File: src/ajb_pkg.sv
// ----------------------------------------------------------------------------
// ajb_pkg
// Shared types and constants of the speaker jitter buffer with rate feedback.
// ----------------------------------------------------------------------------
`default_nettype none

package ajb_pkg;

    localparam int STORE_DEPTH_DEF = 1024;
    localparam int HALF_WORDS_DEF  = 32;

    localparam int CNT_W      = 32;
    localparam int RATE_W     = 20;
    localparam int NOM_W      = 17;
    localparam int THR_W      = 17;
    localparam int PERIOD_W   = 8;
    localparam int SAMPLE_W   = 16;
    localparam int FB_W       = 24;
    localparam int ADDR_W_MAX = 13;

    localparam logic [NOM_W-1:0]  NOM_RESET   = NOM_W'(16000);
    localparam logic [RATE_W-1:0] RATE_RESET  = RATE_W'(16000);
    localparam logic [RATE_W-1:0] RATE_MAX    = {RATE_W{1'b1}};
    localparam logic [CNT_W-1:0]  RENORM_LIM  = 32'h2000_0000;
    localparam logic [CNT_W-1:0]  RENORM_STEP = 32'h1000_0000;
    localparam int                STEP_SHIFT  = 10;

    // r / 1000 as (r * RECIP) >> RECIP_SH, exact for r < 2^20
    localparam logic [20:0] RECIP    = 21'd1073742;
    localparam int          RECIP_SH = 30;
    localparam logic [9:0]  KHZ_DIV  = 10'd1000;

    typedef enum logic [1:0] {
        KIND_WRITE = 2'd0,
        KIND_READ  = 2'd1,
        KIND_QUERY = 2'd2,
        KIND_NONE  = 2'd3
    } kind_t;

    typedef enum logic [2:0] {
        ST_DATA     = 3'd0,
        ST_PREFILL  = 3'd1,
        ST_UNDERRUN = 3'd2,
        ST_FAULT    = 3'd3,
        ST_FEEDBACK = 3'd4
    } status_t;

    // one queued request for the back end
    typedef struct packed {
        status_t               status;
        logic [ADDR_W_MAX-1:0] base;
        logic [ADDR_W_MAX:0]   hw;
        logic [RATE_W-1:0]     rate;
    } cmd_t;

endpackage

`default_nettype wire

File: src/ajb_cmd_fifo.sv
// ----------------------------------------------------------------------------
// ajb_cmd_fifo
// Two-entry request queue between the front and the back end.
// ----------------------------------------------------------------------------
`default_nettype none

module ajb_cmd_fifo (
    input  wire logic          clk,
    input  wire logic          rst_n,
    input  wire logic          push,
    input  wire ajb_pkg::cmd_t push_cmd,
    input  wire logic          pop,
    output ajb_pkg::cmd_t      head,
    output logic               not_empty,
    output logic               full
);
    import ajb_pkg::*;

    cmd_t       slot_reg [2];
    logic       wp_reg;
    logic       rp_reg;
    logic [1:0] cnt_reg;

    assign head      = slot_reg[rp_reg];
    assign not_empty = (cnt_reg != 2'd0);
    assign full      = (cnt_reg == 2'd2);

    // payload slots
    always_ff @(posedge clk)
    begin
        if (push)
        begin
            slot_reg[wp_reg] <= push_cmd;
        end
    end

    // pointers and count
    always_ff @(posedge clk or negedge rst_n)
    begin
        if (!rst_n)
        begin
            wp_reg  <= 1'b0;
            rp_reg  <= 1'b0;
            cnt_reg <= 2'd0;
        end
        else
        begin
            if (push)
            begin
                wp_reg <= ~wp_reg;
            end
            if (pop)
            begin
                rp_reg <= ~rp_reg;
            end
            if (push && !pop)
            begin
                cnt_reg <= cnt_reg + 2'd1;
            end
            else if (pop && !push)
            begin
                cnt_reg <= cnt_reg - 2'd1;
            end
        end
    end

endmodule

`default_nettype wire

File: config.mk
export PLATFORM = sky130hd
export DESIGN_NAME = ajb_cmd_fifo
export DESIGN_NICKNAME = d
export VERILOG_FILES = /design/src/ajb_pkg.sv /design/src/ajb_cmd_fifo.sv
export SDC_FILE = /design/constraint.sdc
export NUM_CORES = 1
export LEC_CHECK = 0
export BUFFER_PORTS_ARGS = -buffer_cell sky130_fd_sc_hd__buf_2
export CORE_ASPECT_RATIO = 1.1
export CORE_MARGIN = 10
export CORE_UTILIZATION = 45
export DETAILED_ROUTE_END_ITERATION = 10
export GPL_TIMING_DRIVEN = 0
export PLACE_DENSITY_LB_ADDON = 0.15
export SYNTH_ARGS = -nofsm -noshare
export SYNTH_HDL_FRONTEND = slang
export SYNTH_SLANG_ARGS = --single-unit
File: constraint.sdc
create_clock -name clk -period 6.2 [get_ports clk]
set_clock_uncertainty 0.1 [all_clocks]
set_input_delay 0.62 -clock clk [delete_from_list [all_inputs] [get_ports clk]]
set_output_delay 0.62 -clock clk [all_outputs]
set_load 0.02 [all_outputs]
; Yosys cells after proc, flatten, opt, wreduce, memory -nomap -nowiden
; Memory sizes are Yosys's and may differ from the RTL's.
; Index checks and enable logic that the tools add are counted.
; Widths: inputs -> output; s select.
[totals]
n_memories = 1
ram_bits = 100
regBits = 4
output_inout_bits = 52
wordCells = 19
[mem_list]
columns = name, depth, width, read_ports, rd_clocked_by_memory_dff, wr, line
row1 = slot_reg, 2, 50, 1, 0, 1, ajb_cmd_fifo.sv:19  ; cmd_t slot_reg [2];
[classes]
muxes = 4
eq_ne = 1
add_sub_neg = 2
n_reduce_logical = 6
bitwise = 2
[op_table]
columns = operator, n
row1 = $mux 2, 2
row2 = $reduce_bool 2->1, 2
row3 = $add 2x1->2 const B, 1
row4 = $eq 2x2->1 const B, 1
row5 = $logic_and 1x1->1, 2
row6 = $logic_not 1->1, 2
row7 = $mux 1, 2
row8 = $not 1->1, 2
row9 = $sub 2x1->2 const B, 1

; Logic depth before layout (Yosys ltp)
[logic_depth]
ltp_word = 4
mapped_depth = 5
mapped_depth_nobuf = 5

; Worst setup path after synthesis
; Ideal clock, no wire load.
[synth_timing]
path_type = in2reg
from = in push
to = mem slot_reg[0][0] (netlist bit), enable pin
path_stages = 1
n_path_buf = 0
t_arrival_ns = 2.836
path_slack_ns = 2.800
path_cell_list = nor2b_1
[synth_via]
elab_chain_len = 2
[synth_rtl]
columns = item, line
row1 = from (decl), ajb_cmd_fifo.sv:10  ; input wire logic push,
row2 = $mux 1, ajb_cmd_fifo.sv:31  ; if (push)
row3 = $mux 1 (not written as such), ajb_cmd_fifo.sv:33  ; slot_reg[wp_reg] <= push_cmd;
row4 = to (decl), ajb_cmd_fifo.sv:19
; Every way passes these cells.

==> results by stage <==
Floorplanning:
- From left edge to right edge, the die measures 110 um.
- The die covers 13200 um^2.
- The vertical die dimension is 120 um.
- The core box area is 8830 um^2.
- The initial utilization of the core area, before any placement, comes to 0.459.
- 106 I/O pins were placed.
- The row count is 36.

Setup path:
- The biggest cell delay along the critical path is 0.38 ns.
- On the critical path, the stage with the largest delay is an instance of sky130_fd_sc_hd__dfrtp_1.
- The worst setup path is of the reg2out kind.
- The data arrival at the endpoint of the critical path is 1.50 ns.
- The buffer and inverter count on the worst path is 3.
- Walking the worst path, the cells encountered are buf_6 > buf_12 > mux2_4 > buf_2.
- On the critical path the largest part of the delay comes from buffers and inverters.
- The kind of start point of the critical path is a flop.
- STA puts the critical path data required time at 5.48 ns.
- Of all nets on the critical path, the largest fanout is 10.
- The worst setup path is captured at a primary output.

STA:
- In the finished design, the share of the clock period the worst path needs comes to 0.357.
- The maximum clock rate is 0.451 GHz.
- Adding up every negative setup slack in the final design gives 0 ns.
- Setup repair after global routing left no endpoint under its margin.
- The number of pins exceeding their max-slew limit in the final report was 0.
- For the pin with the worst max-slew slack, the measured transition is 0.806 ns.
- The worst path needs 2.22 ns of the cycle, external delays included.
- The count of final setup violators is 0.
- The worst pin sits at a relative slew slack of 0.461.
- The final hold violation count is 0.

Place:
- The final weighted congestion of routability-driven global placement is 0.689.
- The count of buffers added on input and output ports is 105.
- After legalization and detailed placement, the total HPWL measured 5.10 mm.

Power:
- The design internal power is 1.55 mW.
- The share of total power in sequential cells is 0.430.
- In this run the power spent charging and discharging nets is 0.718 mW.
- The worst-case IR drop observed on VDD is 0.212 mV.
- The clock network fraction of design power is 0.168.
- The areal power density over the cells is 457 nW/um^2.
- The share of total power dissipated in combinational logic is 0.402.
- The switching part of the total power is 0.317.
- The analysis attributes to cell leakage a power of 2.02 nW.

Global route:
- The wire length of the first global-routing pass is 11.3 mm.
- Entering global routing, the biggest net connects 27 pins.
- The remaining global-route overflow is 0.
- The number of antenna violations at the first check in global routing was 0.
- The number of global-route vias before repair is 2136.
- The global-route total usage across every layer is 0.108.

Clocking:
- Buffers inserted during clock tree synthesis total 9.
- The H-tree was split into 3 levels.
- No sink is reached through more buffers than the 2 on the longest clock path.
- The TritonCTS clock tree is done.
- The clock edge transition at the registers on the reported setup and hold paths is 0.08 ns.
- The total clock sinks is 104.
- The latest clock arrival within the worst-skew pair is 0.34 ns.
- The tree is rooted in a sky130_fd_sc_hd__clkbuf_8.
- The post-CTS setup repair buffer count is 0.

Final layout:
- Once layout is complete, the utilization of the core stands at 0.561.
- The total inserted antenna cells is 0.
- For this run, the post-layout net count is 346.
- The number of filler instances in the final layout is 718.
- The flip-flop count of the largest register, all copies and words added is 100.
- In the final layout, the share of cells above drive strength 1 is 0.605.
- The area overhead of the layout relative to synthesis is 22.2%.

Detailed routing:
- The final wirelength is 7.11 mm.
- The average detailed-routed wire length per instance is 17.4 um.
- The count of routing violations after the opening detailed-route iteration is 52.
- The length of the first detailed-routing pass in iterations is 4.
- The routed via count is 1878.
- The ratio of routed vias to standard cells is 4.60.
- The detail route stage leaves a number of antenna-violating nets equal to 0.
- The number of remaining DRC errors is 0.

Logic synthesis:
- The average instance area after synthesis is 23.5 um^2.
- The synthesized netlist net count is 227.
- The total of flip-flops plus latches after synthesis is 104.
- The post-synthesis sequential area ratio is 0.766.
- Synthesis produced a netlist whose cell count is 172.
- The netlist area before placement is 4050 um^2.
- By area the synthesized netlist is led by sky130_fd_sc_hd__edfxtp_1 (74%), sky130_fd_sc_hd__mux2_4 (18%), sky130_fd_sc_hd__buf_12 (2.5%).
- During synthesis, Yosys emitted a total of 0 warnings.
- The netlist uses 14 different library cells.
- sky130_fd_sc_hd__edfxtp_1 takes more of the synthesized area than any other cell.
- The share of synthesized area in the top cell type comes to 0.741.

Run:
- Across the run, the number of max-cap violations was 0.

Hold path:
- The worst hold path belongs to the class in2reg.

Status:
- The flow ran to the end, and the final reports show no timing, DRC or antenna violations.
[routing by layer]
| layer | up-vias | track usage | part of all wire |
|---|---|---|---|
| li1 | 907 | - | - |
| met1 | 903 | 0.114 | 0.39 |
| met2 | 62 | 0.186 | 0.52 |
| met3 | 6 | 0.0463 | 0.079 |
| met4 | 0 | 0.0464 | 0.0090 |
| met5 | - | 0 | 0 |
[cells by family (layout without fill, tap and decap cells)]
family,after synthesis,after routing,share of synthesized area
xor gates and xnor gates,5,5,0.0108
buffers and inverters,7,129,0.0284
and+or+nand+nor,5,5,0.00711
DFF,104,104,0.766
muxes,50,50,0.184
adders and majority gates,1,1,0.00309
[cells in the mapped netlist]
| cell type | n |
|---|---|
| sky130_fd_sc_hd__edfxtp_1 | 100 |
| sky130_fd_sc_hd__or2_2 | 1 |
| sky130_fd_sc_hd__nor2_1 | 1 |
| sky130_fd_sc_hd__ha_1 | 1 |
| sky130_fd_sc_hd__nor2b_1 | 2 |
| sky130_fd_sc_hd__buf_12 | 5 |
| sky130_fd_sc_hd__xor2_1 | 4 |
| sky130_fd_sc_hd__buf_6 | 1 |
| sky130_fd_sc_hd__mux2_4 | 49 |
| sky130_fd_sc_hd__xnor2_1 | 1 |
| sky130_fd_sc_hd__mux2_2 | 1 |
| sky130_fd_sc_hd__inv_1 | 1 |
| sky130_fd_sc_hd__and2_1 | 1 |
| sky130_fd_sc_hd__dfrtp_1 | 4 |
[worst paths after layout]
check | startpoint | to | slack, ns | cells after the start
setup / recovery | rp_reg | head[47] | 3.98 | 4
hold / removal | push_cmd[37] | slot_reg[0][37] | 0.35 | 1
setup reg to reg | wp_reg | slot_reg[0][6] | 4.44 | 2
hold reg to reg | cnt_reg[1] | cnt_reg[1] | 0.39 | 1
max in group asynchronous | rst_n | rp_reg | 5.39 | 2
min in group asynchronous | rst_n | cnt_reg[1] | 0.49 | 2
[metrics by stage]
stage / instances / setup slack (ns) / cell area, um^2 / total power [mW] / hold WS, ns
floorplan: 172 / 2.80 / 4050 / 1.67 / 0.224
finish: 408 / 3.98 / 4950 / 2.26 / 0.355
global route: 408 / 3.92 / 4950 / 2.38 / 0.323
global placement: 391 / 1.17 / 4720 / 1.91 / 0.332
detailed placement: 393 / 3.99 / 4770 / 1.92 / 0.328
CTS: 408 / 3.94 / 4950 / 2.31 / 0.330
[layout make-up]
cell class | count | area (um^2) | share of cell area
clock inverter | 5 | 50.0 | 0.0101
tap | 114 | 143 | 0.0288
timing repair buffer | 108 | 576 | 0.116
multi-input combinational | 61 | 841 | 0.170
inverter | 1 | 3.75 | 0.000758
buffer | 6 | 111 | 0.0225
clock buffer | 9 | 124 | 0.0250
sequential | 104 | 3100 | 0.627
[worst reg2reg max path, stage by stage (launching register included)]
cell and delay [ns]:
sky130_fd_sc_hd__dfrtp_1 0.43, sky130_fd_sc_hd__nor2b_4 0.66, sky130_fd_sc_hd__buf_12 0.28
[power by group through the flow]
stage,clock (mW),sequential [mW],combinational (mW)
after global placement,0,0.996,0.915
final,0.381,0.972,0.910
after CTS,0.399,0.974,0.935
after detailed placement,0,0.990,0.933
after global routing,0.426,0.986,0.972
after floorplan,0,0.985,0.681
[cell usage in the layout, fill, tap and decap left out, drive strengths merged]
cell,Yosys,layout
mux2,50,50
bufinv,0,1
dlygate4sd3,0,1
buf,6,113
clkinv,0,3
inv,1,1
ha,1,1
xor2,4,4
nor2b,2,2
clkbuf,0,9
dfrtp,4,4
clkinvlp,0,1
and2,1,1
xnor2,1,1
or2,1,1
edfxtp,100,100
nor2,1,1
[repair_timing]
action	4_1_cts	5_1_grt
endpoints found under the hold margin	4	0
resized for setup	0	0
hold buffers	1	0
No activity file was read; power rests on OpenSTA's default activity.
