### src/ajb_pkg.sv
// ----------------------------------------------------------------------------
// ajb_pkg
// Shared types and constants of the speaker jitter buffer with rate feedback.
// ----------------------------------------------------------------------------
`default_nettype none

package ajb_pkg;

    localparam int STORE_DEPTH_DEF = 1024;
    localparam int HALF_WORDS_DEF  = 32;

    localparam int CNT_W      = 32;
    localparam int RATE_W     = 20;
    localparam int NOM_W      = 17;
    localparam int THR_W      = 17;
    localparam int PERIOD_W   = 8;
    localparam int SAMPLE_W   = 16;
    localparam int FB_W       = 24;
    localparam int ADDR_W_MAX = 13;

    localparam logic [NOM_W-1:0]  NOM_RESET   = NOM_W'(16000);
    localparam logic [RATE_W-1:0] RATE_RESET  = RATE_W'(16000);
    localparam logic [RATE_W-1:0] RATE_MAX    = {RATE_W{1'b1}};
    localparam logic [CNT_W-1:0]  RENORM_LIM  = 32'h2000_0000;
    localparam logic [CNT_W-1:0]  RENORM_STEP = 32'h1000_0000;
    localparam int                STEP_SHIFT  = 10;

    // r / 1000 as (r * RECIP) >> RECIP_SH, exact for r < 2^20
    localparam logic [20:0] RECIP    = 21'd1073742;
    localparam int          RECIP_SH = 30;
    localparam logic [9:0]  KHZ_DIV  = 10'd1000;

    typedef enum logic [1:0] {
        KIND_WRITE = 2'd0,
        KIND_READ  = 2'd1,
        KIND_QUERY = 2'd2,
        KIND_NONE  = 2'd3
    } kind_t;

    typedef enum logic [2:0] {
        ST_DATA     = 3'd0,
        ST_PREFILL  = 3'd1,
        ST_UNDERRUN = 3'd2,
        ST_FAULT    = 3'd3,
        ST_FEEDBACK = 3'd4
    } status_t;

    // one queued request for the back end
    typedef struct packed {
        status_t               status;
        logic [ADDR_W_MAX-1:0] base;
        logic [ADDR_W_MAX:0]   hw;
        logic [RATE_W-1:0]     rate;
    } cmd_t;

endpackage

`default_nettype wire

### src/ajb_front.sv
// ----------------------------------------------------------------------------
// ajb_front
// Accepts requests, runs the ring bookkeeping, stage rules and rate control,
// writes samples into the store and queues read and query work.
// ----------------------------------------------------------------------------
`default_nettype none

module ajb_front #(
    parameter int STORE_DEPTH = ajb_pkg::STORE_DEPTH_DEF,
    parameter int HALF_WORDS  = ajb_pkg::HALF_WORDS_DEF
) (
    input  wire logic                          clk,
    input  wire logic                          rst_n,
    input  wire logic                          in_valid,
    output logic                               in_stall,
    input  wire logic [1:0]                    kind,
    input  wire logic [ajb_pkg::SAMPLE_W-1:0]  sample_in,
    input  wire logic                          packet_start,
    input  wire logic                          cfg_valid,
    output logic                               cfg_ready,
    input  wire logic [ajb_pkg::NOM_W-1:0]     cfg_data,
    input  wire logic                          q_full,
    input  wire logic                          q_not_empty,
    input  wire logic                          back_busy,
    output logic                               q_push,
    output ajb_pkg::cmd_t                      q_cmd,
    output logic                               wr_en,
    output logic [$clog2(STORE_DEPTH)-1:0]     wr_addr,
    output logic [ajb_pkg::SAMPLE_W-1:0]       wr_data
);
    import ajb_pkg::*;

    localparam int AW       = $clog2(STORE_DEPTH);
    localparam int WRAP_END = ((STORE_DEPTH - 1) / HALF_WORDS) * HALF_WORDS;
    localparam logic [AW:0]        WRAP_V   = (AW+1)'(WRAP_END);
    localparam logic [AW:0]        HALF_A   = (AW+1)'(HALF_WORDS);
    localparam logic [CNT_W-1:0]   HALF_C   = CNT_W'(HALF_WORDS);
    localparam logic [CNT_W-1:0]   PRE_LVL  = CNT_W'(STORE_DEPTH / 2);
    localparam logic [CNT_W:0]     DEPTH_C  = (CNT_W+1)'(STORE_DEPTH);
    localparam logic [THR_W-1:0]   THR_INIT = THR_W'(STORE_DEPTH / 2);
    localparam logic signed [17:0] HALF_S   = 18'(HALF_WORDS);
    localparam logic signed [17:0] THR_MAXS = 18'sd65535;
    localparam logic signed [17:0] THR_MINS = -18'sd65536;

    typedef enum logic [1:0] {
        STG_RESTART = 2'd0,
        STG_PREFILL = 2'd1,
        STG_RUN     = 2'd2
    } stage_t;

    stage_t             stage_reg,  stage_next;
    logic [AW-1:0]      wi_reg,     wi_next;
    logic [AW-1:0]      ri_reg,     ri_next;
    logic [AW:0]        hw_reg,     hw_next;
    logic [CNT_W-1:0]   wcnt_reg,   wcnt_next;
    logic [CNT_W-1:0]   rcnt_reg,   rcnt_next;
    logic [THR_W-1:0]   thr_reg,    thr_next;
    logic [PERIOD_W-1:0] per_reg,   per_next;
    logic [RATE_W-1:0]  rate_reg,   rate_next;
    logic [NOM_W-1:0]   nom_reg,    nom_next;
    logic               fault_reg,  fault_next;
    logic               adj_reg,    adj_next;

    logic               acc;
    logic               ready;
    logic [AW-1:0]      wi_eff;
    logic [CNT_W-1:0]   wcnt_eff;
    logic [AW:0]        wi_inc;
    logic [AW:0]        ri_inc;
    logic signed [CNT_W:0] delta;
    logic signed [17:0] thr_s;
    logic signed [17:0] thr_lo;
    logic signed [17:0] thr_hi;
    logic [RATE_W:0]    rate_up;
    logic [RATE_W-1:0]  step;

    // writes wait while any request is queued or the back end is still issuing one
    always_comb
    begin
        ready = !adj_reg && !q_full;
        if (kind_t'(kind) == KIND_WRITE && (q_not_empty || back_busy))
        begin
            ready = 1'b0;
        end
    end

    assign in_stall  = !ready;
    assign acc       = in_valid && ready;
    assign cfg_ready = 1'b1;

    // shared arithmetic
    assign wi_inc  = {1'b0, wi_eff} + (AW+1)'(1);
    assign ri_inc  = {1'b0, ri_reg} + HALF_A;
    assign delta   = $signed({1'b0, wcnt_reg}) - $signed({1'b0, rcnt_reg});
    assign thr_s   = 18'(signed'(thr_reg));
    assign thr_lo  = thr_s - HALF_S;
    assign thr_hi  = thr_s + HALF_S;
    assign step    = RATE_W'(nom_reg >> STEP_SHIFT);
    assign rate_up = {1'b0, rate_reg} + {1'b0, step};

    always_comb
    begin
        stage_next = stage_reg;
        wi_next    = wi_reg;
        ri_next    = ri_reg;
        hw_next    = hw_reg;
        wcnt_next  = wcnt_reg;
        rcnt_next  = rcnt_reg;
        thr_next   = thr_reg;
        per_next   = per_reg;
        rate_next  = rate_reg;
        nom_next   = nom_reg;
        fault_next = fault_reg;
        adj_next   = 1'b0;
        wi_eff     = wi_reg;
        wcnt_eff   = wcnt_reg;
        q_push     = 1'b0;
        q_cmd.status = ST_DATA;
        q_cmd.base   = ADDR_W_MAX'(ri_reg);
        q_cmd.hw     = (ADDR_W_MAX+1)'(hw_reg);
        q_cmd.rate   = rate_reg;
        wr_en      = 1'b0;

        // deferred level check after every period of reads
        if (adj_reg)
        begin
            if (delta < (CNT_W+1)'(thr_lo))
            begin
                thr_next  = (thr_lo < THR_MINS) ? THR_W'(THR_MINS) : THR_W'(thr_lo);
                rate_next = rate_up[RATE_W] ? RATE_MAX : rate_up[RATE_W-1:0];
            end
            else if (delta > (CNT_W+1)'(thr_hi))
            begin
                thr_next  = (thr_hi > THR_MAXS) ? THR_W'(THR_MAXS) : THR_W'(thr_hi);
                rate_next = (rate_reg < step) ? '0 : rate_reg - step;
            end
            if (rcnt_reg > RENORM_LIM)
            begin
                rcnt_next = rcnt_reg - RENORM_STEP;
                wcnt_next = wcnt_reg - RENORM_STEP;
            end
        end

        if (acc)
        begin
            unique case (kind_t'(kind))
                KIND_WRITE:
                begin
                    if (!fault_reg)
                    begin
                        if (packet_start)
                        begin
                            unique case (stage_reg)
                                STG_RESTART:
                                begin
                                    wi_eff     = '0;
                                    wcnt_eff   = '0;
                                    ri_next    = '0;
                                    rcnt_next  = '0;
                                    stage_next = STG_PREFILL;
                                    thr_next   = THR_INIT;
                                end
                                STG_PREFILL:
                                begin
                                    if (wcnt_reg >= PRE_LVL)
                                    begin
                                        stage_next = STG_RUN;
                                    end
                                end
                                default:
                                begin
                                end
                            endcase
                        end
                        wr_en     = 1'b1;
                        wi_next   = (wi_inc >= WRAP_V) ? '0 : wi_inc[AW-1:0];
                        wcnt_next = wcnt_eff + CNT_W'(1);
                        if (wi_inc > hw_reg)
                        begin
                            hw_next = wi_inc;
                        end
                    end
                end
                KIND_READ:
                begin
                    q_push = 1'b1;
                    if (fault_reg)
                    begin
                        q_cmd.status = ST_FAULT;
                    end
                    else if (stage_reg == STG_RESTART || stage_reg == STG_PREFILL)
                    begin
                        q_cmd.status = ST_PREFILL;
                    end
                    else if ({1'b0, wcnt_reg} >= {1'b0, rcnt_reg} + DEPTH_C)
                    begin
                        q_cmd.status = ST_FAULT;
                        fault_next   = 1'b1;
                    end
                    else if (rcnt_reg >= wcnt_reg)
                    begin
                        q_cmd.status = ST_UNDERRUN;
                        stage_next   = STG_RESTART;
                        wi_next      = '0;
                        ri_next      = '0;
                        wcnt_next    = '0;
                        rcnt_next    = '0;
                    end
                    else
                    begin
                        q_cmd.status = ST_DATA;
                        ri_next   = (ri_inc >= WRAP_V) ? '0 : ri_inc[AW-1:0];
                        rcnt_next = rcnt_reg + HALF_C;
                        per_next  = per_reg + PERIOD_W'(1);
                        adj_next  = (per_reg == {PERIOD_W{1'b1}});
                    end
                end
                KIND_QUERY:
                begin
                    q_push       = 1'b1;
                    q_cmd.status = ST_FEEDBACK;
                end
                KIND_NONE:
                begin
                end
                default:
                begin
                end
            endcase
        end

        // nominal rate write also reloads the live rate
        if (cfg_valid)
        begin
            nom_next  = cfg_data;
            rate_next = RATE_W'(cfg_data);
        end
    end

    assign wr_addr = wi_eff;
    assign wr_data = sample_in;

    always_ff @(posedge clk or negedge rst_n)
    begin
        if (!rst_n)
        begin
            stage_reg <= STG_RESTART;
            wi_reg    <= '0;
            ri_reg    <= '0;
            hw_reg    <= '0;
            wcnt_reg  <= '0;
            rcnt_reg  <= '0;
            thr_reg   <= '0;
            per_reg   <= '0;
            rate_reg  <= RATE_RESET;
            nom_reg   <= NOM_RESET;
            fault_reg <= 1'b0;
            adj_reg   <= 1'b0;
        end
        else
        begin
            stage_reg <= stage_next;
            wi_reg    <= wi_next;
            ri_reg    <= ri_next;
            hw_reg    <= hw_next;
            wcnt_reg  <= wcnt_next;
            rcnt_reg  <= rcnt_next;
            thr_reg   <= thr_next;
            per_reg   <= per_next;
            rate_reg  <= rate_next;
            nom_reg   <= nom_next;
            fault_reg <= fault_next;
            adj_reg   <= adj_next;
        end
    end

endmodule

`default_nettype wire

### config.mk
export PLATFORM = sky130hd
export DESIGN_NAME = ajb_front
export DESIGN_NICKNAME = d
export VERILOG_FILES = /design/src/ajb_pkg.sv /design/src/ajb_front.sv
export SDC_FILE = /design/constraint.sdc
export NUM_CORES = 1
export LEC_CHECK = 0
export ABC_CLOCK_PERIOD_IN_PS = 4450
export BUFFER_PORTS_ARGS = -buffer_cell sky130_fd_sc_hd__buf_4
export CAP_MARGIN = 20
export CORE_UTILIZATION = 57
export CTS_BUF_LIST = sky130_fd_sc_hd__clkbuf_8
export DETAILED_ROUTE_END_ITERATION = 12
export PLACE_DENSITY_LB_ADDON = 0.1
export RECOVER_POWER = 50
export REMOVE_ABC_BUFFERS = 1
export SETUP_SLACK_MARGIN = 0.4
export SYNTH_ARGS = -nofsm -noshare
export SYNTH_HDL_FRONTEND = slang
export SYNTH_SLANG_ARGS = --single-unit
export TNS_END_PERCENT = 30
### constraint.sdc
create_clock -name clk -period 4.45 [get_ports clk]
set_clock_uncertainty 0.1 [all_clocks]
set_input_delay 1.1125 -clock clk [delete_from_list [all_inputs] [get_ports clk]]
set_output_delay 1.1125 -clock clk [all_outputs]
set_load 0.02 [all_outputs]
# Yosys cells after proc, flatten, opt, wreduce, memory -nomap -nowiden
# Cells that the tools add are included.
# op_classes
n_lt_le_gt_ge,12
bitwise,4
n_mux,92
n_addsub,13
n_reduce_logical,21
eq_ne,13
# ops
op,count
32-bit two-way mux,23
10-bit two-way mux,19
17-bit two-way mux,10
32-bit one-hot mux with 2 select lines,2
20-bit two-way mux,6
32-bit by 29-bit subtractor with 32-bit output (second input constant),2
10-bit one-hot mux with 2 select lines,2
32-bit by 11-bit adder with 33-bit output (second input constant),1
32-bit by 33-bit greater-or-equal comparator with 1-bit output,1
33-bit by 18-bit greater-than comparator with 1-bit output,1
33-bit by 18-bit < comparator with 1-bit output,1
32-bit by 32-bit subtractor with 33-bit output,1
32-bit by 1-bit adder with 32-bit output (second input constant),1
32-bit by 6-bit adder with 32-bit output (second input constant),1
32-bit by 10-bit greater-or-equal comparator with 1-bit output (second input constant),1
32-bit greater-or-equal comparator,1
32-bit by 30-bit greater-than comparator with 1-bit output (second input constant),1
11-bit by 10-bit greater-or-equal comparator with 1-bit output (second input constant),2
2-bit two-way mux,11
20-bit by 7-bit adder with 21-bit output,1
20-bit by 7-bit < comparator with 1-bit output,1
20-bit by 7-bit subtractor with 20-bit output,1
17-bit by 7-bit adder with 18-bit output (second input constant),1
18-bit by 17-bit greater-than comparator with 1-bit output (second input constant),1
other kinds (31),63
# word_totals
regBits,161
elab_cells,167
out_inout_bits,80
input_bits,43

# Logic depth before layout (Yosys ltp)
# Gate-level depths: netlist (run 1).
# depth
ltp_word,11
mapped_depth,25
depth_no_buf,21

# Least setup slack after synthesis (run 1)
# OpenSTA, ideal clock, no wires.
# synth_timing
path_kind,input -> register
startpoint,input kind[0]
endpoint,register hw_reg[10]
path_slack_ns,-1.130
path_buffers,2
setup_ns,0.125
required_ns,4.225
path_stages,21
arrival_ns,5.355
cell_sequence,inv_1 > ha_1 > nand2b_1 > nor3_1 > nand3_1 > inv_2 > nand2_1 > clkbuf_1 > and2_1 > ha_1 > ha_1 > nor2b_1 > o21a_1 > o21a_1 > o21a_1 > o21a_1 > o21ai_0 > a21oi_1 > o311ai_0 > clkbuf_1 > mux2_2
# synth_via
elab_chain_len,8
word_cells_on_any_way,9
classes_between,1 x add/sub; 1 x order compare; 3 x mux; 4 x reduce/logical
# synth_lines
element,line,source
start: declaration,ajb_front.sv:16,"input wire logic [1:0] kind,"
2-bit logical NOT (*),"ajb_front.sv:81, ajb_front.sv:146",
1-bit logical AND,ajb_front.sv:81,if (kind_t'(kind) == KIND_WRITE && (q_not_empty || back_busy))
1-bit two-way mux,ajb_front.sv:81,
1-bit logical AND,ajb_front.sv:88,assign acc = in_valid && ready;
10-bit two-way mux (*),ajb_front.sv:144,if (acc)
net wr_addr[1],ajb_front.sv:28,"output logic [$clog2(STORE_DEPTH)-1:0] wr_addr,"
10-bit by 1-bit adder with 11-bit output (*),ajb_front.sv:92,"assign wi_inc = {1'b0, wi_eff} + (AW+1)'(1);"
net wi_inc[1],ajb_front.sv:68,logic [AW:0] wi_inc;
11-bit greater-than comparator (*),ajb_front.sv:178,if (wi_inc > hw_reg)
4-bit AND reduction (no line) (*),--,
end signal: assignment,ajb_front.sv:265,hw_reg <= hw_next;
end: declaration,ajb_front.sv:54,"logic [AW:0] hw_reg, hw_next;"
# The timed path passes the listed nets; every way through them passes the cells marked *.
# A chain may end at the register's enable or synchronous reset.

==> flow_metrics.tcl, run 1 <==
set metrics [dict create \
    status "finished with violations" \
    violations "max-capacitance violations, max-slew violations, negative setup slack" \
    grt.overflow.total 0 \
    ys_ff_latch 141 \
    yosys_warnings 0 \
    synthArstFlopShare 1.000 \
    power_uw 7933 \
    slew_violations 110 \
    clock-sinks 141 \
    drc 0 \
    routed_wl_mm 45.94 \
    timing.hold.ws_ns 0.3873 \
    relSlewSlack -0.2005 \
    antennaDiodeCount 0 \
    max-cap-violations 2 \
    layout_setup_ws_ns -0.5186 \
    ios 123 \
    n_fill_cell 1809 \
    area_delta_synth_final_pct 27.42 \
    cts_buffers 17 \
    reg2reg_from "rcnt_reg[6]" \
    grt_pass1_vias 14230 \
    path_clk_slew_ns 0.10 \
    root_buffer "clkbuf_8" \
    place_congestion 1.001 \
    fin_crit_ns 4.969 \
    path_cells "buf_6, ha_4, and2_4, and3_4, and3_4, and3_4, nand3_4, xnor2_4, ha_4, nand4_1, nor4_2, o21ai_1, a2bb2oi_2, a41oi_2, nand2_2, nor3_2, buf_4" \
    syn_area_per_cell_sq_um 8.151 \
    antenna_left 0 \
    grt_max_degree 67 \
    stdcell_area_sq_mm 0.01780 \
    antenna_found_initial 0 \
    setup_violations 39 \
    fmax_ghz 0.2013 \
    coreArea_sq_mm 0.02375 \
    final-seq-area_sq_mm 0.003541 \
    clockBufferDepth 2 \
    vias 14770 \
    path_class "flip-flop to primary output" \
    mostFrequentLayoutCells "343 x buf_4, 141 x ha_1, 139 x nand2_1" \
    cp_max_fo 2 \
    tritoncts "yes" \
    synth-main-ff-cell "dfrtp_1" \
    switching_power_uw 3625 \
    routedWlPerCell_um 19.74 \
    required_ns 3.24 \
    largest_reg_flops 32 \
    crit_slowest_cell "dfrtp_1" \
    regToRegSetupSlack_ns -0.44 \
    p_int_uw 4308 \
    cp_num_cells 17 \
    reg2reg_to "rate_reg[9]" \
    mappedNetlistArea_sq_mm 0.01397 \
    synth_edf_count 0 \
    std_cell_rows 56 \
    synth_cells 1714 \
    clockPowerShare 0.138 \
    multi_input_area_sq_mm 0.01019 \
    portBuffers 78 \
    die_area_sq_mm 0.02514 \
    worst_pin_slew_ns 1.801 \
    crit_end "q_cmd[47]" \
    p_per_area_mw_per_mm2 445.6 \
    combPwrFrac 0.662 \
    sequentialPowerShare 0.201 \
    ir_drop_uv 400.2 \
    first_iter_violations 1124 \
    grt_usage 0.3632 \
    cp.buffers_inverters 2 \
    finalNetCount 2193 \
    insertion_delay_ns 0.49 \
    finalHoldViolations 0 \
    placed_area_sq_mm 0.01641 \
    seq_area_frac_synth 0.2534 \
    hp-class "flip-flop to flip-flop" \
    path_delay_family "simple AND/OR/NAND/NOR gates" \
    cp-startpoint "rcnt_reg[11]" \
    layout_commonest_cell "buf_4" \
    cpPeakStageDelay_ns 0.39 \
    cp-end-kind "primary output" \
    dp_worst_setup_slack_ns -0.6765 \
    cp-start-kind "flip-flop" \
    hold_start "per_reg[4]" \
    switching_share 0.4569 \
    drtPass1Iterations 5 \
    die_w_um 158.6 \
    period_share 1.117 \
    crit_arrival_ns 3.76 \
    die_height_um 158.6 \
    htreeDepth 4 \
    dp_hpwl_mm 34.39 \
    crit_top_cell "and3_4" \
    initial_core_util 0.5882 \
    synth_cell_type_count 92 \
    rr_worst_depth 22 \
    vias_per_cell 6.346 \
    leakagePower_uw 0.008303 \
    grt_pass1_wl_mm 71.08 \
    drive_above_1_share 0.2849 \
    rsz0062_at_grt "yes" \
]
-- per-layer routing --
| metal | track usage | vias up | routed length (um) |
|---|---|---|---|
| met2 | 0.6028 | 692 | 21700 |
| met4 | 0.2317 | 0 | 2706 |
| met3 | 0.05716 | 151 | 3183 |
| met5 | 0.008282 | - | 0 |
| met1 | 0.4380 | 7042 | 18340 |
| li1 | - | 6882 | - |
-- cell families after synthesis --
kind of cell               synth area share
and+or+nand+nor                      0.2185
AOI/OAI and AO/OA                    0.2428
buffers and inverters               0.07236
adders and majority gates            0.1399
DFF                                  0.2534
xor gates and xnor gates            0.05517
muxes                               0.01728
other                             0.0005375
-- worst min path at each step --
stage                 endpoint  slack [ns]  cells past startpoint
global placement    per_reg[7]        0.35                      1
global route        per_reg[4]        0.40                      1
floorplan           per_reg[7]        0.33                      1
detailed placement  per_reg[4]        0.37                      1
CTS                 per_reg[4]        0.38                      1
finish              per_reg[4]        0.39                      1
-- area by class of cell --
cell class	instances	area share
clock inverter	15	0.008645
sequential	141	0.1989
inverter	108	0.02319
multi-input combinational	1358	0.5727
timing repair buffer	369	0.1610
tap	319	0.02242
clock buffer	17	0.01314
-- power by group through the flow --
stage | clock, uW | sequential, uW | combinational [uW]
5_1_grt | 1140 | 1610 | 5640
4_1_cts | 1100 | 1580 | 4910
2_1_floorplan | 0 | 1610 | 2560
6_report | 1090 | 1590 | 5250
3_3_place_gp | 0 | 1590 | 4300
3_5_place_dp | 0 | 1600 | 4420
-- stage by stage --
| stage | utilization | TNS (ns) | instances |
|---|---|---|---|
| after CTS | 0.7338 | -5.803 | 2312 |
| after global routing | 0.7495 | -19.36 | 2327 |
| after detailed placement | 0.6911 | -27.67 | 2266 |
| after floorplan | - | -65.25 | 1607 |
| final | 0.7495 | -10.79 | 2327 |
| after global placement | 0.6911 | -21.64 | 2266 |
-- timing repair --
action,in CTS,in global routing
pin swaps,46,33
resized for setup,107,60
hold buffers,0,0
cloned,0,0
hold endpoints to repair,0,0
setup endpoints to repair,132,132
setup buffers,14,15
-- synthesized netlist by cell type (8+ instances only) --
cell type    n  share of area
nand2_1    144          0.039
buf_2       21         0.0075
o21ai_0     69          0.025
o31ai_1     53          0.028
dfstp_2     10          0.019
o21a_1      13         0.0070
a21o_1      38          0.020
o31a_1       8         0.0050
nor3_1      40          0.014
and3_1      33          0.015
or2_2        8         0.0036
inv_1      107          0.029
nor2b_1     19         0.0085
dfrtp_1    131           0.23
nand3_1     79          0.028
o22ai_1     13         0.0058
and2_1      22         0.0099
clkbuf_1    58          0.016
or4_1        8         0.0043
a21oi_1    101          0.036
o211ai_1    14         0.0075
ha_1       153           0.14
xnor2_1     60          0.038
nor2_1     113          0.030
nor4_1      24          0.011
o41ai_1     13         0.0081
xor2_1      28          0.018
a211o_1      9         0.0056
a31o_2       8         0.0050
nand2b_1    10         0.0045
a22o_1      12         0.0075
nand4_1     42          0.019
buf_4       31          0.017
a32oi_1     16          0.010
o21bai_1    11         0.0059
a211oi_1    10         0.0054
or3_1       14         0.0063
mux2_2      15          0.012
a31oi_1     27          0.012
and4_1      11         0.0069
-- worst register-to-register path, cell delays in order, from the launching register on --
cell and delay [ns]:
dfrtp_1 0.37, inv_2 0.07, ha_1 0.33, o21a_1 0.20
nor4_4 0.06, o31a_2 0.34, o21ai_2 0.19, o22a_1 0.19
a21oi_2 0.07, o21bai_1 0.15, xor2_1 0.29, ha_1 0.29
nand2_1 0.10, o21a_1 0.14, o221ai_2 0.12, or4_4 0.47
o21ai_4 0.17, buf_4 0.19, a21oi_1 0.11, o2bb2ai_2 0.24
buf_4 0.25, a22o_1 0.18, a31o_2 0.22
(Power assumes the default switching activity.)
==> run 2: changes to the inputs <==
--- a/config.mk
+++ b/config.mk
@@ -5,7 +5,7 @@
 export SDC_FILE = /design/constraint.sdc
 export NUM_CORES = 1
 export LEC_CHECK = 0
-export ABC_CLOCK_PERIOD_IN_PS = 4450
+export ABC_CLOCK_PERIOD_IN_PS = 4200
 export BUFFER_PORTS_ARGS = -buffer_cell sky130_fd_sc_hd__buf_4
 export CAP_MARGIN = 20
 export CORE_UTILIZATION = 57
==> constraint.sdc (replaced) <==
create_clock -name clk -period 4.2 [get_ports clk]
set_clock_uncertainty 0.1 [all_clocks]
set_input_delay 1.05 -clock clk [delete_from_list [all_inputs] [get_ports clk]]
set_output_delay 1.05 -clock clk [all_outputs]
set_load 0.02 [all_outputs]
==> run 2 against run 1 <==
Against the previous run: largest power group unchanged; the flow still finishes with violations (max-capacitance violations, max-slew violations, negative setup slack); utilization rose by 2.8 points; wire length is 3.1% higher; register-to-register slack got worse by 0.20 ns; highest routed layer is now met5; worst hold slack got worse by 0.0093 ns.
==> flow_metrics.tcl, run 2 (same netlist as run 1, synthesis figures left out) <==
set metrics [dict create \
    status "finished with violations" \
    violations "max-capacitance violations, max-slew violations, negative setup slack" \
    slew_violations 75 \
    p_per_area_mw_per_mm2 486.3 \
    fin_crit_ns 4.898 \
    largest_reg_flops 32 \
    insertion_delay_ns 0.49 \
    crit_end "q_cmd[47]" \
    reg2reg_from "rcnt_reg[14]" \
    regToRegSetupSlack_ns -0.64 \
    path_cells "buf_6, and4_1, and3_4, and3_4, and3_4, nand3_4, xnor2_4, ha_4, nand4_1, nor4_2, o21ai_1, a2bb2oi_2, a41oi_2, nand2_2, nor3_2, buf_4" \
    portBuffers 78 \
    finalHoldViolations 0 \
    rr_worst_depth 23 \
    die_w_um 158.6 \
    ir_drop_uv 455.5 \
    coreArea_sq_mm 0.02375 \
    layout_setup_ws_ns -0.6984 \
    period_share 1.166 \
    clockBufferDepth 2 \
    place_congestion 0.9813 \
    setup_violations 89 \
    grt_pass1_wl_mm 74.15 \
    initial_core_util 0.5882 \
    grt.overflow.total 0 \
    relSlewSlack -0.3232 \
    holdBufCountCts 0 \
    cp-end-kind "primary output" \
    grt_max_degree 75 \
    finalNetCount 2252 \
    dp_hpwl_mm 34.41 \
    path_class "flip-flop to primary output" \
    path_clk_slew_ns 0.10 \
    ios 123 \
    hp-class "flip-flop to flip-flop" \
    first_iter_violations 1403 \
    mostFrequentLayoutCells "398 x buf_4, 138 x ha_1, 137 x nand2_1" \
    dp_worst_setup_slack_ns -0.8594 \
    area_delta_synth_final_pct 32.21 \
    required_ns 3.05 \
    routedWlPerCell_um 19.84 \
    grt_usage 0.3773 \
    reg2reg_to "rate_reg[8]" \
    rsz0062_at_grt "yes" \
    cp-start-kind "flip-flop" \
    cp_num_cells 16 \
    cp_max_fo 6 \
    layout.cells.non_filler 2386 \
    grt_pass1_vias 14720 \
    std_cell_rows 56 \
    cp.buffers_inverters 2 \
    crit_top_cell "and3_4" \
    crit_slowest_cell "dfrtp_1" \
    leakagePower_uw 0.008681 \
    max-cap-violations 1 \
    path_delay_family "simple AND/OR/NAND/NOR gates" \
    cpPeakStageDelay_ns 0.39 \
    die_area_sq_mm 0.02514 \
    drive_above_1_share 0.3140 \
    die_height_um 158.6 \
    fmax_ghz 0.2041 \
    cts_buffers 17 \
    cp-startpoint "rcnt_reg[16]" \
    drtPass1Iterations 9 \
    drc 0 \
    antenna_left 0 \
    layout_commonest_cell "buf_4" \
    antenna_found_initial 1 \
    antennaDiodeCount 0 \
    dpl.cell_count 2314 \
    htreeDepth 4 \
    hold_start "per_reg[4]" \
    clock-sinks 141 \
    crit_arrival_ns 3.75 \
    root_buffer "clkbuf_8" \
    routed_wl_mm 47.34 \
    power_uw 8983 \
    vias 15110 \
    vias_per_cell 6.334 \
    tritoncts "yes" \
    worst_pin_slew_ns 1.985 \
]
==> run 2: report_power, final <==
part,switching (uW),internal [uW]
clock network,736,575
registers,166,1490
logic,3150,2870
total,4050,4930
==> run 2: how the worst min path moves through the flow <==
stage	endpoint	slack, ns	depth (start not counted)
3_5_place_dp	per_reg[7]	0.36	1
3_3_place_gp	per_reg[7]	0.35	1
5_1_grt	per_reg[4]	0.41	1
6_report	per_reg[4]	0.38	1
4_1_cts	per_reg[7]	0.38	1
2_1_floorplan	per_reg[7]	0.33	1
==> run 2: stage by stage <==
step | setup TNS [ns] | hold slack [ns] | utilization | area [sq um]
final | -28.17 | 0.3781 | 0.7777 | 18470
after global routing | -39.63 | 0.4064 | 0.7777 | 18470
after CTS | -15.52 | 0.3781 | 0.7597 | 18050
after detailed placement | -50.20 | 0.3608 | 0.7065 | 16780
after global placement | -40.43 | 0.3475 | 0.7065 | 16780
after floorplan | -96.08 | 0.3344 | - | 13410
==> run 2: cell type report <==
type | count | area [sq um]
repair buffers | 428 | 3371
clock buffers | 17 | 234.0
multi-input cells | 1358 | 10300
well taps | 319 | 399.1
fillers | 1653 | 5281
inverters | 108 | 410.4
flip-flops and latches | 141 | 3541
clock inverters | 15 | 216.5
==> run 2: repair_timing <==
action / in CTS / in global routing
setup endpoints to repair: 136 / 135
buffers inserted: 21 / 17
gates cloned: 1 / 1
pin swaps: 61 / 44
gates resized for setup: 139 / 58
==> run 2: routing by layer <==
| metal | GRT usage | share of wire |
|---|---|---|
| met2 | 0.6243 | 0.47 |
| met4 | 0.2395 | 0.059 |
| met1 | 0.4532 | 0.39 |
| met5 | 0.008282 | 0.00027 |
| met3 | 0.06505 | 0.076 |
==> run 2: worst register-to-register path: stages, from the launching register on <==
cell and delay (ns):
dfrtp_1 0.39, inv_1 0.16, ha_4 0.24, and4_1 0.21
and2_4 0.17, a22oi_2 0.18, a31oi_2 0.15, buf_4 0.15
a21o_1 0.17, a21oi_2 0.18, xnor2_2 0.14, ha_1 0.27
a21o_1 0.20, a21oi_2 0.15, o221ai_2 0.12, or4_4 0.47
o21a_4 0.24, nor2_4 0.16, buf_6 0.16, buf_4 0.12
nand2_2 0.06, o31a_1 0.21, buf_6 0.18, o221ai_2 0.17
